**src/hdl/wctc_tag_ram.sv**
```systemverilog
// Tag memory: one row per set holding valid, dirty, LRU rank and tag of every way.
// One write port and one registered read port. Depends on nothing.
`timescale 1ns / 1ps

module wctc_tag_ram #(
   parameter int DEPTH = 256,
   parameter int ROW_W = 8
) (
   input  logic                     clock,
   input  logic                     wr_en,
   input  logic [$clog2(DEPTH)-1:0] wr_addr,
   input  logic [ROW_W-1:0]         wr_data,
   input  logic                     rd_en,
   input  logic [$clog2(DEPTH)-1:0] rd_addr,
   output logic [ROW_W-1:0]         rd_data
);

   logic [ROW_W-1:0] mem [DEPTH];
   logic [ROW_W-1:0] rd_data_ff;

   always_ff @(posedge clock) begin
      if (wr_en) begin
         mem[wr_addr] <= wr_data;
      end
      // The read register holds its value until the next read.
      if (rd_en) begin
         rd_data_ff <= mem[rd_addr];
      end
   end

   assign rd_data = rd_data_ff;

endmodule

```
**config.mk**
```make
export PLATFORM = sky130hd
export DESIGN_NAME = wctc_tag_ram
export DESIGN_NICKNAME = d
export VERILOG_FILES = /design/src/hdl/wctc_tag_ram.sv
export SDC_FILE = /design/constraint.sdc
export NUM_CORES = 2
export LEC_CHECK = 0
export ABC_AREA = 1
export BUFFER_PORTS_ARGS = -buffer_cell sky130_fd_sc_hd__buf_2
export CORE_MARGIN = 8
export CORE_UTILIZATION = 25
export DETAILED_ROUTE_END_ITERATION = 10
export SYNTH_ARGS = -nofsm -noshare
export SYNTH_HDL_FRONTEND = slang
export SYNTH_SLANG_ARGS = --single-unit
```
**constraint.sdc**
```tcl
create_clock -name clock -period 2 [get_ports clock]
set_input_delay 0.1 -clock clock [delete_from_list [all_inputs] [get_ports clock]]
set_output_delay 0.1 -clock clock [all_outputs]
set_load 0.03 [all_outputs]
```
-- Word level (Yosys, flattened, before mapping)
Memories as Yosys holds them, arrays and structs flattened. A register that Yosys moved wholly into a read port is not among the register bits.
Cells that the tools add are included.
- register bits: 0
- latch bits: 0
- bits in writable memories: 2048
- ROM bits: 0
- input port bits: 27
- output and inout port bits: 8
- logic and storage cells: 3
- memories kept: 1
- memories (name ; depth ; bits a word ; read ports ; clocked after memory_dff ; wr ports ; RTL line ; source):
    mem ; 256 ; 8 ; 1 ; 1 ; 1 ; 18 ; logic [ROW_W-1:0] mem [DEPTH];
- add/subtract/negate cells: 0
- $mul: 0
- div/mod/pow operators: 0
- magnitude comparators: 0
- eq/ne operators: 0
- shifts and indexed selects: 0
- multiplexer cells: 2
- bitwise gates (word level): 0
- reductions and logical operators: 0
- operators by type and width (kind ; number):
    $mux W1 ; 2

-- Logic depth before layout (Yosys ltp)
- depth after elaboration: 2
- mapped depth: 15
- gate-level depth less buffers: 11

-- Least setup slack after synthesis
Ideal clock, no wire load.
- path kind: in2reg
- start point: input port wr_en
- end point: memory mem[162][0] (enable)
- library setup time: 0.370 ns
- arrival: 1.221 ns
- required time: 1.630 ns
- path slack: 0.409 ns
- stages on the path: 4
- path buffers: 2
- path through: clkbuf_1 > nand3_1 > clkbuf_1 > nor2_1
- cells in the longest elaborated chain, start to end: 2
- ends and longest elaborated chain (item ; RTL line ; source):
    start, declared ; 10 ; input logic wr_en,
    $mux W1 ; 22 ; if (wr_en) begin
    $mux W1 (not written as such) ; 23 ; mem[wr_addr] <= wr_data;
    end, declared ; 18 ;
Every way passes these cells.

-- Final worst setup path
- start point: register rd_data_ff[6], in the netlist rd_data[6] (read register of mem)
- end point: output port rd_data[6]
- RTL lines (item ; RTL line ; source):
    start, declared ; 19 ; logic [ROW_W-1:0] rd_data_ff;
    end, declared ; 15 ; output logic [ROW_W-1:0] rd_data
No word-level cell between the ends.

==> results.cfg <==
[global_route]
grt.met3_usage = 0.0173
grt_use_total = 0.132
grt.overflow.total = 0
antenna_found_initial = 15
top_usage_layer = met2
use_met2 = 0.220
groute.layer.met1.usage = 0.172
grt_pass1_wl_mm = 360
number_of_global_route_vias_before_repair = 54700
grt_start_max_net_pins = 102

[critical_path]
critical-path-slowest-cell = edfxtp_1
worst-endpoint-arrival_ps = 1930
cp.required_ps = 1900
timing.reg2reg.worst_path_depth = 10
worstPathCellList = buf_6
cp-end-kind = primary output
crit_cells = 1
rr_startpoint = mem[14][0]$_DFFE_PP_
critical_path.startpoint = rd_data[6]$_DFFE_PP_
timing.critical_path.from_type = register
worst_path_dominant_cell_family = flip-flops
timing.critical_path.slowest_cell_delay_ps = 860
path_buf_inv = 1
worst-setup-path-type = reg2out
crit_path_max_fanout = 1

[clocking]
numClockSinks = 2056
post-cts-setup-buffer-count = 0
clk_pin_slew_worst_paths_ps = 70
htreeDepth = 4
inserted_clock_buffers = 197
clock_path_buffers = 4
cts.root.buffer_cell = clkbuf_16
clock_tree_from_tritoncts = done
worstSkewPairLatency_ps = 840

[timing]
worst_slew_pin_slew_ps = 778
timing.final.ws_setup_ps = -28.8
timing.final.max_slew_violations = 0
holdWs_ps = 95.0
fin_skew_ps = 43.8
minimum_clock_period_ps = 2030
period_share = 1.01
finalSetupViolations = 1
worst_slew_margin_rel = 0.482
tns_ps = -28.8
hold_viol = 0
achievable-frequency_ghz = 0.493

[cells_and_area]
final_cell_area_mm2 = 0.101
fillCellCount = 33200
area_delta_synth_final_pct = 20.4
nets = 7522
final_layout_size_suffix_gt1_frac = 0.138

[power_and_ir_drop]
power.sequential.fraction = 0.531
leakagePower_nw = 35.2
power_frac_clock = 0.398
total_switching_power_w = 0.0203
power_density_mw_per_mm2 = 892
p_int_w = 0.0694
sw_frac_of_total = 0.226
ir_drop_v = 0.000702
comb_power_share = 0.071

[detailed_routing]
detail_route.drc_violations = 0
wl_per_cell_um = 20.3
antenna_violating_nets_post_route = 0
via_count = 56700
first_pass_iteration_count_of_the_detailed_router = 6
wirelength_mm = 244
vias_per_cell = 4.71
starting_drt_drc_count = 6160

[floorplan]
coreArea_mm2 = 0.333
die-height_um = 594
io_pins = 35
dieWidth_um = 594
fp.dieArea_mm2 = 0.353
standard_cell_row_count = 212
initial_utilization = 0.251

[synthesis]
proportion_of_synthesized_chip_area_in_sequential_cells = 0.740
total_standard_cell_area_after_synthesis_mm2 = 0.0835
yosysMostFrequentCell = nand2_1
postSynthNetCount = 7030
top_cells_by_area_synth = edfxtp_1 74%, nand3_1 12%, nand2_1 9.5%, buf_2 1.6%, nor2_1 1.3%
yosys_warnings = 0
synthCells = 7003
synth_async_sr_flop_share = 0
cell_type_with_the_highest_aggregate_area_in_the_netlist = edfxtp_1
synth_top_area_share = 0.740
synth_seq_cells = 2056
synth_top_cells_by_count = 2123 x nand2_1, 2056 x edfxtp_1, 2019 x nand3_1
post_synth.cell_area_avg_um2 = 11.9
synth_cell_types = 13
synth_ff_type = edfxtp_1
synth_edf_count = 2056

[hold_path]
hold_path_startpoint = wr_en
whs_path_depth = 4
hp-class = in2reg

[run]
cap_violations = 0

[place]
detailed_place.area_mm2 = 0.0943
gp_congestion = 0.900
io_buffers = 34
place_hpwl_mm = 155

[outcome]
outcome = complete, but fails checks
failed_checks = setup timing
[logic make-up (layout without fill, tap and decap cells)]
group | Yosys count | count (layout) | synth area share
AND/OR/NAND/NOR | 4425 | 4425 | 0.229
buffers and inverters | 522 | 1155 | 0.0312
flip-flops | 2056 | 2056 | 0.740
other | 0 | 6 | 0
[what timing repair did]
item | in CTS | in global routing
endpoints found under the setup margin | 5 | 5
hold buffers | 10 | 0
gates resized for setup | 9 | 7
endpoints found under the hold margin | 1702 | 0
cloned | 0 | 0
[cell usage in the layout (no fill, tap or decap), drive strengths merged]
cell type and n:
dlygate4sd3 10, clkbuf 225, bufinv 14, edfxtp 2056, diode 6, clkinvlp 8
nand2 2123, buf 766, nor2 283, nand3 2019, inv 45, clkinv 87
[sequential cells by signal, indices dropped and copies added, names as in the netlist]
signal,cells
rd_data,8
mem,2048
[area by class of cell]
type | instances | area [um2] | area share
flip-flops and latches | 2056 | 61700 | 0.614
multi-input cells | 4425 | 19200 | 0.191
repair buffers | 776 | 7910 | 0.0786
well taps | 4387 | 5490 | 0.0546
clock buffers | 225 | 5060 | 0.0503
clock inverters | 115 | 957 | 0.00952
inverters | 39 | 180 | 0.00179
diodes | 6 | 15.0 | 0.000149
[path summary, 6_finish.rpt]
path	to	slack, ps
setup / recovery	rd_data[6]	-30
setup reg to reg	rd_data[0]$_DFFE_PP_	30
hold reg to reg	rd_data[6]$_DFFE_PP_	1060
hold / removal	mem[183][4]$_DFFE_PP_	100
[metal layers]
metal	part of all wire	wire, um
met3	0.069	16800
met4	0.046	11200
met2	0.48	116000
met5	0.00017	41
met1	0.41	99600
[power groups by stage]
stage | combinational (W) | clock (W) | sequential [W]
detailed placement | 0.00630 | 0 | 0.0485
global route | 0.00681 | 0.0378 | 0.0476
floorplan | 0.00293 | 0 | 0.0485
CTS | 0.00635 | 0.0363 | 0.0476
finish | 0.00636 | 0.0357 | 0.0476
global placement | 0.00624 | 0 | 0.0485
[through the flow]
step                total power [W]  setup slack (ps)  cells  utilization
floorplan                    0.0514               409   7003            -
global placement             0.0547              -672  11700        0.283
detailed placement           0.0548              -647  11700        0.283
CTS                          0.0902             0.105  12000        0.302
global route                 0.0921             -32.9  12000        0.302
finish                       0.0896             -28.8  12000        0.302
[worst min-delay path, cell delays in order]
cell and delay [ps]:
buf_2 220, nand2_1 170, nor2_1 70, buf_4 190
Power figures use the tool's default switching activity.
